`src/sv/dtfb_pkg.sv`:
```
// Shared types and constants for the depth-tested frame buffer.
`timescale 1ns / 1ps
`default_nettype none

package dtfb_pkg;

  localparam int DIM_W   = 7;   // active_width / active_height registers
  localparam int COORD_W = 6;   // x_coord / y_coord
  localparam int CHAN_W  = 8;
  localparam int COL_W   = 3 * CHAN_W;
  localparam int DEP_W   = 16;
  localparam int MODE_W  = 3;
  localparam int CFG_IDX_W = 1;

  localparam int DEF_MAX_WIDTH  = 64;
  localparam int DEF_MAX_HEIGHT = 64;

  localparam logic [DEP_W-1:0] DEPTH_FAR = '1;
  localparam logic [DIM_W-1:0] DIM_RESET = 7'd64;

  // Operation codes
  localparam logic [MODE_W-1:0] MODE_WRITE   = 3'd0;
  localparam logic [MODE_W-1:0] MODE_READ    = 3'd1;
  localparam logic [MODE_W-1:0] MODE_CLR_COL = 3'd2;
  localparam logic [MODE_W-1:0] MODE_CLR_DEP = 3'd3;
  localparam logic [MODE_W-1:0] MODE_FLIP_H  = 3'd4;
  localparam logic [MODE_W-1:0] MODE_FLIP_V  = 3'd5;

  // Register indexes
  localparam logic [CFG_IDX_W-1:0] CFG_WIDTH  = 1'b0;
  localparam logic [CFG_IDX_W-1:0] CFG_HEIGHT = 1'b1;

  typedef enum logic [1:0] {COL_ITEM, COL_ZERO, COL_RDA, COL_RDB} col_src_t;
  typedef enum logic [1:0] {WA_A, WA_B, WA_INIT} wr_sel_t;
  typedef enum logic [1:0] {RES_NONE, RES_OOR, RES_READ, RES_WRITE} res_kind_t;

  typedef struct packed {
    logic [DIM_W-1:0] col;
    logic [DIM_W-1:0] row;
  } pos_t;

  typedef struct packed {
    logic      item_load;
    logic      rd_en;
    logic      col_we;
    logic      dep_we;
    col_src_t  col_src;
    logic      dep_far;
    wr_sel_t   wr_sel;
    logic      res_load;
    res_kind_t res_kind;
  } cmd_t;

  typedef struct packed {
    logic init_last;
    logic depth_pass;
    logic out_free;
  } status_t;

endpackage

`default_nettype wire

```
`src/sv/dtfb_ctrl.sv`:
```
// Sequencer for the depth-tested frame buffer: modes, sweeps and register file.
`timescale 1ns / 1ps
`default_nettype none

module dtfb_ctrl
  import dtfb_pkg::*;
#(
  parameter int MAX_WIDTH  = DEF_MAX_WIDTH,
  parameter int MAX_HEIGHT = DEF_MAX_HEIGHT
) (
  input  wire logic                 clk,
  input  wire logic                 rst,
  input  wire logic                 cfg_we,
  input  wire logic [CFG_IDX_W-1:0] cfg_index,
  input  wire logic [DIM_W-1:0]     cfg_data,
  input  wire logic                 in_valid,
  output logic                      in_ready,
  input  wire logic [MODE_W-1:0]    mode,
  input  wire logic [COORD_W-1:0]   x_coord,
  input  wire logic [COORD_W-1:0]   y_coord,
  input  wire status_t              st,
  output cmd_t                      cmd,
  output pos_t                      pos_a,
  output pos_t                      pos_b
);

  localparam int DIM_MAX = (1 << DIM_W) - 1;
  localparam int W_CAP   = (MAX_WIDTH < DIM_MAX) ? MAX_WIDTH : DIM_MAX;
  localparam int H_CAP   = (MAX_HEIGHT < DIM_MAX) ? MAX_HEIGHT : DIM_MAX;

  typedef enum logic [3:0] {
    ST_INIT, ST_IDLE, ST_PIX_RD, ST_PIX_CMP, ST_FILL,
    ST_SWAP_RD, ST_SWAP_WA, ST_SWAP_WB, ST_FINISH
  } state_t;

  state_t           state;
  logic [DIM_W-1:0] act_w;
  logic [DIM_W-1:0] act_h;
  logic [MODE_W-1:0] mode_q;
  res_kind_t        kind_q;
  logic [DIM_W-1:0] col_i;
  logic [DIM_W-1:0] row_j;

  logic [DIM_W-1:0] w_eff, h_eff, half_w, half_h, col_end, row_end;
  logic [DIM_W-1:0] col_i_next, row_j_next;
  logic             sweep_last, in_area, is_flip_h, is_flip_v;

  // Clamp the active size into 1..MAX
  always_comb begin
    if (act_w == '0) w_eff = DIM_W'(1);
    else if (act_w > DIM_W'(W_CAP)) w_eff = DIM_W'(W_CAP);
    else w_eff = act_w;
    if (act_h == '0) h_eff = DIM_W'(1);
    else if (act_h > DIM_W'(H_CAP)) h_eff = DIM_W'(H_CAP);
    else h_eff = act_h;
  end

  assign half_w    = w_eff >> 1;
  assign half_h    = h_eff >> 1;
  assign is_flip_h = (mode_q == MODE_FLIP_H);
  assign is_flip_v = (mode_q == MODE_FLIP_V);
  assign col_end   = is_flip_h ? half_w - DIM_W'(1) : w_eff - DIM_W'(1);
  assign row_end   = is_flip_v ? half_h - DIM_W'(1) : h_eff - DIM_W'(1);

  assign sweep_last = (col_i == col_end) && (row_j == row_end);
  assign col_i_next = (col_i == col_end) ? '0 : col_i + DIM_W'(1);
  assign row_j_next = (col_i == col_end) ? row_j + DIM_W'(1) : row_j;

  assign in_area = (DIM_W'(x_coord) < w_eff) && (DIM_W'(y_coord) < h_eff);

  assign in_ready = (state == ST_IDLE);

  assign pos_a.col = col_i;
  assign pos_a.row = row_j;
  assign pos_b.col = is_flip_h ? w_eff - DIM_W'(1) - col_i : col_i;
  assign pos_b.row = is_flip_v ? h_eff - DIM_W'(1) - row_j : row_j;

  always_ff @(posedge clk) begin
    if (rst) begin
      state  <= ST_INIT;
      act_w  <= DIM_RESET;
      act_h  <= DIM_RESET;
      kind_q <= RES_NONE;
    end else begin
      if (cfg_we) begin
        unique case (cfg_index)
          CFG_WIDTH:  act_w <= cfg_data;
          CFG_HEIGHT: act_h <= cfg_data;
          default:    act_w <= act_w;
        endcase
      end
      unique case (state)
        ST_INIT: begin
          if (st.init_last) state <= ST_IDLE;
        end
        ST_IDLE: begin
          if (in_valid) begin
            mode_q <= mode;
            if (mode == MODE_WRITE || mode == MODE_READ) begin
              if (in_area) begin
                col_i  <= DIM_W'(x_coord);
                row_j  <= DIM_W'(y_coord);
                kind_q <= (mode == MODE_WRITE) ? RES_WRITE : RES_READ;
                state  <= ST_PIX_RD;
              end else begin
                kind_q <= RES_OOR;
                state  <= ST_FINISH;
              end
            end else begin
              col_i  <= '0;
              row_j  <= '0;
              kind_q <= RES_NONE;
              priority if (mode == MODE_CLR_COL || mode == MODE_CLR_DEP) begin
                state <= ST_FILL;
              end else if (mode == MODE_FLIP_H) begin
                state <= (half_w == '0) ? ST_FINISH : ST_SWAP_RD;
              end else if (mode == MODE_FLIP_V) begin
                state <= (half_h == '0) ? ST_FINISH : ST_SWAP_RD;
              end else begin
                state <= ST_FINISH;
              end
            end
          end
        end
        ST_PIX_RD:  state <= ST_PIX_CMP;
        ST_PIX_CMP: state <= ST_FINISH;
        ST_FILL: begin
          col_i <= col_i_next;
          row_j <= row_j_next;
          if (sweep_last) state <= ST_FINISH;
        end
        ST_SWAP_RD: state <= ST_SWAP_WA;
        ST_SWAP_WA: state <= ST_SWAP_WB;
        ST_SWAP_WB: begin
          col_i <= col_i_next;
          row_j <= row_j_next;
          state <= sweep_last ? ST_FINISH : ST_SWAP_RD;
        end
        ST_FINISH: begin
          if (st.out_free) state <= ST_IDLE;
        end
      endcase
    end
  end

  always_comb begin
    cmd.item_load = 1'b0;
    cmd.rd_en     = 1'b0;
    cmd.col_we    = 1'b0;
    cmd.dep_we    = 1'b0;
    cmd.col_src   = COL_ITEM;
    cmd.dep_far   = 1'b0;
    cmd.wr_sel    = WA_A;
    cmd.res_load  = 1'b0;
    cmd.res_kind  = kind_q;
    unique case (state)
      ST_INIT: begin
        cmd.col_we  = 1'b1;
        cmd.dep_we  = 1'b1;
        cmd.col_src = COL_ZERO;
        cmd.dep_far = 1'b1;
        cmd.wr_sel  = WA_INIT;
      end
      ST_IDLE:   cmd.item_load = in_valid;
      ST_PIX_RD: cmd.rd_en = 1'b1;
      ST_PIX_CMP: begin
        cmd.col_we = (mode_q == MODE_WRITE) && st.depth_pass;
        cmd.dep_we = (mode_q == MODE_WRITE) && st.depth_pass;
      end
      ST_FILL: begin
        cmd.col_we  = (mode_q == MODE_CLR_COL);
        cmd.dep_we  = (mode_q == MODE_CLR_DEP);
        cmd.dep_far = 1'b1;
      end
      ST_SWAP_RD: cmd.rd_en = 1'b1;
      ST_SWAP_WA: begin
        cmd.col_we  = 1'b1;
        cmd.col_src = COL_RDB;
      end
      ST_SWAP_WB: begin
        cmd.col_we  = 1'b1;
        cmd.col_src = COL_RDA;
        cmd.wr_sel  = WA_B;
      end
      ST_FINISH: cmd.res_load = st.out_free;
    endcase
  end

  // One transaction at a time
  a_one_item: assert property (@(posedge clk) disable iff (rst)
    (in_valid && in_ready) |=> !in_ready)
    else $error("dtfb_ctrl: input taken twice in a row");

  // Read data must be consumed before the next read overwrites it
  a_rd_spacing: assert property (@(posedge clk) disable iff (rst)
    cmd.rd_en |=> !cmd.rd_en)
    else $error("dtfb_ctrl: back-to-back store reads");

  a_sweep_bounds: assert property (@(posedge clk) disable iff (rst)
    (state == ST_FILL || state == ST_SWAP_WB) |-> (col_i <= col_end && row_j <= row_end))
    else $error("dtfb_ctrl: sweep counter past active area");

endmodule

`default_nettype wire

```
`config.mk`:
```
export PLATFORM = sky130hd
export DESIGN_NAME = dtfb_ctrl
export DESIGN_NICKNAME = d
export VERILOG_FILES = /design/src/sv/dtfb_pkg.sv /design/src/sv/dtfb_ctrl.sv
export SDC_FILE = /design/constraint.sdc
export NUM_CORES = 1
export LEC_CHECK = 0
export BUFFER_PORTS_ARGS = -buffer_cell sky130_fd_sc_hd__buf_2
export CORE_ASPECT_RATIO = 1.25
export CORE_MARGIN = 3
export CORE_UTILIZATION = 62
export CTS_CLUSTER_DIAMETER = 100
export CTS_CLUSTER_SIZE = 8
export DETAILED_ROUTE_END_ITERATION = 16
export PLACE_DENSITY_LB_ADDON = 0.25
export SLEW_MARGIN = 20
export SYNTH_ARGS = -nofsm -noshare
export SYNTH_HDL_FRONTEND = slang
export SYNTH_SLANG_ARGS = --single-unit
```
`constraint.sdc`:
```
create_clock -name clk -period 5.1 [get_ports clk]
set_input_delay 0.255 -clock clk [delete_from_list [all_inputs] [get_ports clk]]
set_output_delay 0.255 -clock clk [all_outputs]
set_load 0.01 [all_outputs]
```
==> out/qor.txt, run 1 <==
DRT iter0 DRCs = 300
GP Congestion = 0.959
CTS tree = done
Max-slew violations = 0
Max FO, Critical Path = 11
DR DRC count = 0
Row cnt = 32
Final setup viols = 0
# clock sinks = 37
Fmax = 248 MHz
Clock latency on the worst-skew pair = 0.30 ns
Register area share after synthesis = 22.5%
Syn Nets = 594
Setup repair bufs after CTS = 0
Flop and latch count out of synthesis = 37
Final WL = 11.4 mm
Critical path class = flip-flop to primary output
Worst-path clk slew = 0.08 ns
Total negative setup slack = 0 ns
DRT antenna net count = 0
Clock buffer depth = 2
DR top layer = met4
Final worst path period need = 4.03 ns
Cts hold-fix bufs = 0
Die width = 78.3 microns
Post-synth top area share = 12.6%
Die Ht = 96.3 microns
Crit path required time = 4.85 ns
Synth area leader = edfxtp_1
Peak VDD IR = 0.000168 V
Initial Utilization = 64.8%
Synth warnings = 0
Vias in the first global route = 3883
Core Area = 6250 sq um
Startpoint class of the critical path = flip-flop
Hpwl dp = 8.94 mm
Final hold vios = 0
Max_slew headroom = 33.0%
Vias = 4105
All-Layer GR Usage = 30.8%
Largest net degree at the start of global routing = 21
IO buf count = 70
Largest stage delay, worst path = 0.46 ns
Wire length on met2 = 5.76 mm
Number of enable flip-flop cells after synthesis = 17
Yosys cell types = 71
Drt via density = 6.17
Synthesized area = 4050 sq um
Layout cell share with drive strength beyond 1 = 15.9%
Min-Delay Path Class = primary input to flip-flop
Area of the die = 7540 sq um
Max Cap Viol = 0
Cts bufs inserted = 5
Fin crit share = 79.1%
PD cells = 266 nW/um^2
CP max-delay cell = nor4_2
Most frequent cells in the layout = 70 x buf_2, 59 x nand2_1, 38 x nor2_1, 37 x o21ai_0, 34 x a21oi_1
CTS HTree Levels = 2
Io pins = 71
Ant diodes = 0
CP arrival = 3.78 ns
Syn Inst Count = 532
Primary FF master, synth = dfxtp_1
WL met1 = 4.47 mm
Top cells by area, synth = edfxtp_1 13%, dfxtp_1 9.9%, ha_1 9.3%
RSZ-0062 raised after global routing = false
R2r setup slk = 1.17 ns
Wirelength per Cell = 17.2 microns
Clock Root Buffer = clkbuf_8
CP cell instances = nor4_2, a21oi_1, or2_2, ha_1, xnor2_1, ha_1, a21o_1, a21oi_1, o21bai_1, a21oi_1, xnor2_1, nand2_1, xnor2_1, buf_2
First-pass DRT Iterations = 5
Avg Synthesized Cell Area = 7.61 sq um
Outcome = completed
Post_cts resized = 0
First-pass GRT wire length = 18.5 mm
Initial antenna violation count = 0
Layout Skew = 0.00943 ns
Post-layout nets = 641
Area delta synth->final = 11.0%
Async set-or-reset flop fraction in the synthesized netlist = 0%
Fillers = 546
Crit. End Element = primary output
Commonest non-fill, non-tap cell in the layout = buf_2
Met3 WL = 558 microns
Worst Hold Slack = 0.190 ns
Leakage = 1.95 nW
Congestion Overflow GR = 0
Slew @ Worst Pin = 1.01 ns
## worst max-delay path: cells and delay by family, from the launching register on
| family | cells | cell delay (ns) |
|---|---|---|
| buffers and inverters | 1 | 0.15 |
| and+or+nand+nor | 3 | 0.87 |
| adders and majority gates | 2 | 0.58 |
| xor gates and xnor gates | 3 | 0.56 |
| AOI/OAI and AO/OA | 5 | 0.90 |
| DFF | 1 | 0.43 |
## synth_stat cells, drive strengths merged, types with 5 or more instances
cell / number
a211oi: 5
edfxtp: 17
a21oi: 34
xnor2: 30
nor2b: 6
nand2: 59
nor3b: 6
nand3: 24
o31ai: 6
o21ai: 38
mux2i: 11
buf: 11
xor2: 5
ha: 30
inv: 33
a21o: 14
nor3: 12
clkbuf: 22
nor2: 38
dfxtp: 20
nand2b: 17
nor4: 10
o21bai: 5
## where the power goes
part	leakage [nW]	total [mW]	internal (mW)	switching, mW
registers	0.321	0.404	0.346	0.0579
clock network	0.0554	0.258	0.147	0.111
logic	1.57	0.535	0.227	0.307
## metal layers
| layer | vias up | global-route usage (%) |
|---|---|---|
| li1 | 2010 | - |
| met1 | 1853 | 34.8 |
| met2 | 188 | 54.4 |
| met3 | 54 | 3.93 |
| met4 | 0 | 20.6 |
| met5 | - | 0 |
## state kept, by name, indices dropped and copies added (netlist names)
| signal | flops |
|---|---|
| act_w | 7 |
| row_j | 7 |
| kind_q | 2 |
| col_i | 7 |
| act_h | 7 |
| state | 4 |
| mode_q | 3 |
## worst paths after layout
path | end | from | cells past startpoint
hold / removal | act_w[6] | cfg_data[6] | 3
setup / recovery | pos_b[13] | act_w[3] | 14
setup reg to reg | row_j[4] | act_w[3] | 12
hold reg to reg | kind_q[1] | kind_q[1] | 2
## cell type report
class | instances | area, sq um | share of cell area (%)
Clock buffer | 6 | 72.6 | 1.62
Inverter | 33 | 124 | 2.76
Sequential cell | 37 | 911 | 20.3
Clock inverter | 2 | 38.8 | 0.863
Multi-Input combinational cell | 429 | 2870 | 63.8
Tap cell | 85 | 106 | 2.37
Timing Repair Buffer | 73 | 373 | 8.30
## per-stage QoR
stage,power [mW],worst slack (ns),instances,instance area [sq um],utilization [%]
2_1_floorplan,0.779,1.51,532,4050,-
3_3_place_gp,0.920,1.33,657,4380,70.2
3_5_place_dp,0.936,1.21,657,4380,70.2
4_1_cts,1.19,1.09,665,4490,71.9
5_1_grt,1.28,0.729,665,4490,71.9
6_report,1.20,1.07,665,4490,71.9
## cells by family after synthesis
family | Yosys count | share of synthesized area, %
and+or+nand+nor | 207 | 27.0
xor gates and xnor gates | 35 | 7.57
adders and majority gates | 32 | 10.3
AOI/OAI and AO/OA | 143 | 23.1
DFF | 37 | 22.5
muxes | 12 | 3.00
buffers and inverters | 66 | 6.65
No activity file was read; power rests on OpenSTA's default activity.
==> inputs of run 2 (changes only) <==
ABC_AREA = 1   (was default)
CORE_UTILIZATION = 57   (was 62)
clock period = 4.2 ns   (was 5.1 ns; I/O delays follow)
==> run 2 against run 1 <==
  * Clock power down 3%
  * Sequential cell count unchanged
  * Sequential power rose by 20%
  * Core utilization shrank 3.5 points
  * Routed wire length down 8.3%
  * Synthesized cell count is 14% higher
  * Setup slack got worse by 0.66 ns
  * Final area decreased by 3.0%
  * Synthesized area is 4.4% lower
  * Worst hold slack lost 0.046 ns
  * Die area up 3.7%
==> out/qor.txt, run 2 <==
Outcome = completed
Syn Inst Count = 606
Core Area = 6370 sq um
CP arrival = 3.58 ns
Worst Hold Slack = 0.144 ns
Dpl ws = 0.751 ns
All-Layer GR Usage = 27.1%
Vias in the first global route = 3884
Largest net degree at the start of global routing = 21
Register area share after synthesis = 23.5%
WL met1 = 4.45 mm
IO buf count = 70
Drt via density = 5.59
Peak VDD IR = 0.000204 V
Crit path required time = 3.99 ns
Startpoint class of the critical path = flip-flop
CTS HTree Levels = 2
Top cells by area, synth = edfxtp_1 13%, nand2_1 13%, dfxtp_1 10%
Slew @ Worst Pin = 0.782 ns
Area delta synth->final = 12.6%
Initial Utilization = 60.8%
Vias = 4241
Primary FF master, synth = dfxtp_1
Yosys cell types = 40
Flop and latch count out of synthesis = 37
Clock buffer depth = 2
GP Congestion = 1.05
Cts bufs inserted = 5
DRT antenna net count = 0
# clock sinks = 37
Clock Root Buffer = clkbuf_8
Syn Nets = 668
Worst-path clk slew = 0.08 ns
First-pass DRT Iterations = 5
Cts hold-fix bufs = 0
Avg Synthesized Cell Area = 6.39 sq um
Max_slew headroom = 47.7%
Max-slew violations = 0
Layout cell share with drive strength beyond 1 = 16.5%
DR DRC count = 0
Commonest non-fill, non-tap cell in the layout = nand2_1
Met3 WL = 764 microns
Wire length on met2 = 5.00 mm
Congestion Overflow GR = 0
Post-synth top area share = 13.2%
Initial antenna violation count = 0
Critical path class = flip-flop to primary output
Total negative setup slack = 0 ns
Placed Area = 4270 sq um
Clock latency on the worst-skew pair = 0.29 ns
RSZ-0062 raised after global routing = false
Ant diodes = 0
Io pins = 71
Synthesized area = 3870 sq um
Fmax = 264 MHz
Hpwl dp = 8.50 mm
Fin crit share = 90.2%
Row cnt = 32
First-pass GRT wire length = 17.1 mm
Most frequent cells after synthesis = 133 x nand2_1, 88 x inv_1, 76 x nor2_1, 67 x nand3_1, 42 x o21ai_0
DRT iter0 DRCs = 304
Final hold vios = 0
Final setup viols = 0
Fillers = 595
Most common cell in the netlist = nand2_1
Number of enable flip-flop cells after synthesis = 17
Crit. End Element = primary output
DR top layer = met4
Finished Layout Cells = 759
Placed cells = 751
Die width = 79.7 microns
Final core occ = 68.5%
CTS tree = done
Setup repair bufs after CTS = 0
Synth area leader = edfxtp_1
Area of the die = 7820 sq um
Max FO, Critical Path = 13
Leakage = 2.21 nW
Most frequent cells in the layout = 133 x nand2_1, 88 x inv_1, 76 x nor2_1, 70 x buf_2, 67 x nand3_1
Total power = 1.50 mW
Final WL = 10.5 mm
Max Cap Viol = 0
Final worst path period need = 3.79 ns
Post-layout nets = 735
Synth warnings = 0
PD cells = 345 nW/um^2
Post_cts resized = 0
Layout Skew = 0.00902 ns
Cell area after layout = 4360 sq um
Final WS setup = 0.411 ns
Async set-or-reset flop fraction in the synthesized netlist = 0%
Wirelength per Cell = 13.8 microns
Die Ht = 98.1 microns
Min-Delay Path Class = primary input to flip-flop
==> run 2: cell count changes in the layout (fill, tap and decap cells not counted), sizes merged, moves of 14 or more <==
| cell | change |
|---|---|
| a21o | -14 |
| inv | +58 |
| nand2 | +81 |
| nand2b | -17 |
| nand3 | +49 |
| nand4 | +15 |
| nor2 | +41 |
| xnor2 | -26 |
==> run 2: cell families (layout without fill, tap and decap cells) <==
family                     Yosys count  count (layout)  share of synthesized area, %
DFF                                 37              37                          23.5
and+or+nand+nor                    324             324                          37.4
AOI/OAI and AO/OA                   94              94                          14.1
xor gates and xnor gates            15              15                          3.39
adders and majority gates           32              32                          10.7
buffers and inverters              104             172                          10.8
==> run 2: final timing paths <==
check | from | end | slack (ns) | cells after the start
setup / recovery | act_h[3] | pos_b[6] | 0.41 | 20
hold / removal | mode[2] | mode_q[2] | 0.14 | 1
setup reg to reg | act_w[6] | row_j[5] | 0.91 | 16
hold reg to reg | act_h[0] | act_h[0] | 0.49 | 2
==> run 2: cell type report <==
type / instances / area (sq um) / area share, %
multi-input combinational: 465 / 2540 / 58.3
clock inverter: 3 / 17.5 / 0.402
tap: 85 / 106 / 2.44
timing repair buffer: 72 / 365 / 8.38
inverter: 92 / 348 / 7.98
sequential: 37 / 911 / 20.9
clock buffer: 5 / 68.8 / 1.58
==> run 2: critical path: stages (launching register included) <==
cell     delay (ns)
dfxtp_1        0.40
nor2_4         0.17
nand3_2        0.08
nand2_2        0.21
nand2_1        0.24
ha_1           0.32
inv_1          0.08
nand3_1        0.10
nand2_1        0.10
ha_1           0.27
a21oi_1        0.17
nor2_1         0.05
nor2_1         0.12
nor2_1         0.07
nor2_1         0.09
inv_1          0.04
a21oi_1        0.15
o21ai_0        0.11
a31oi_1        0.20
xor2_1         0.16
buf_2          0.14
==> run 2: power by group <==
group / internal, mW / leakage, nW / switching (mW)
Clock: 0.115 / 0.0439 / 0.135
Sequential: 0.429 / 0.322 / 0.0562
Combinational: 0.288 / 1.85 / 0.481
Total: 0.832 / 2.21 / 0.672
==> run 2: metal layers <==
layer | global-route usage [%] | vias to the layer above
li1 | - | 2139
met3 | 3.78 | 28
met4 | 10.2 | 0
met1 | 35.0 | 1901
met2 | 45.5 | 173
met5 | 0 | -
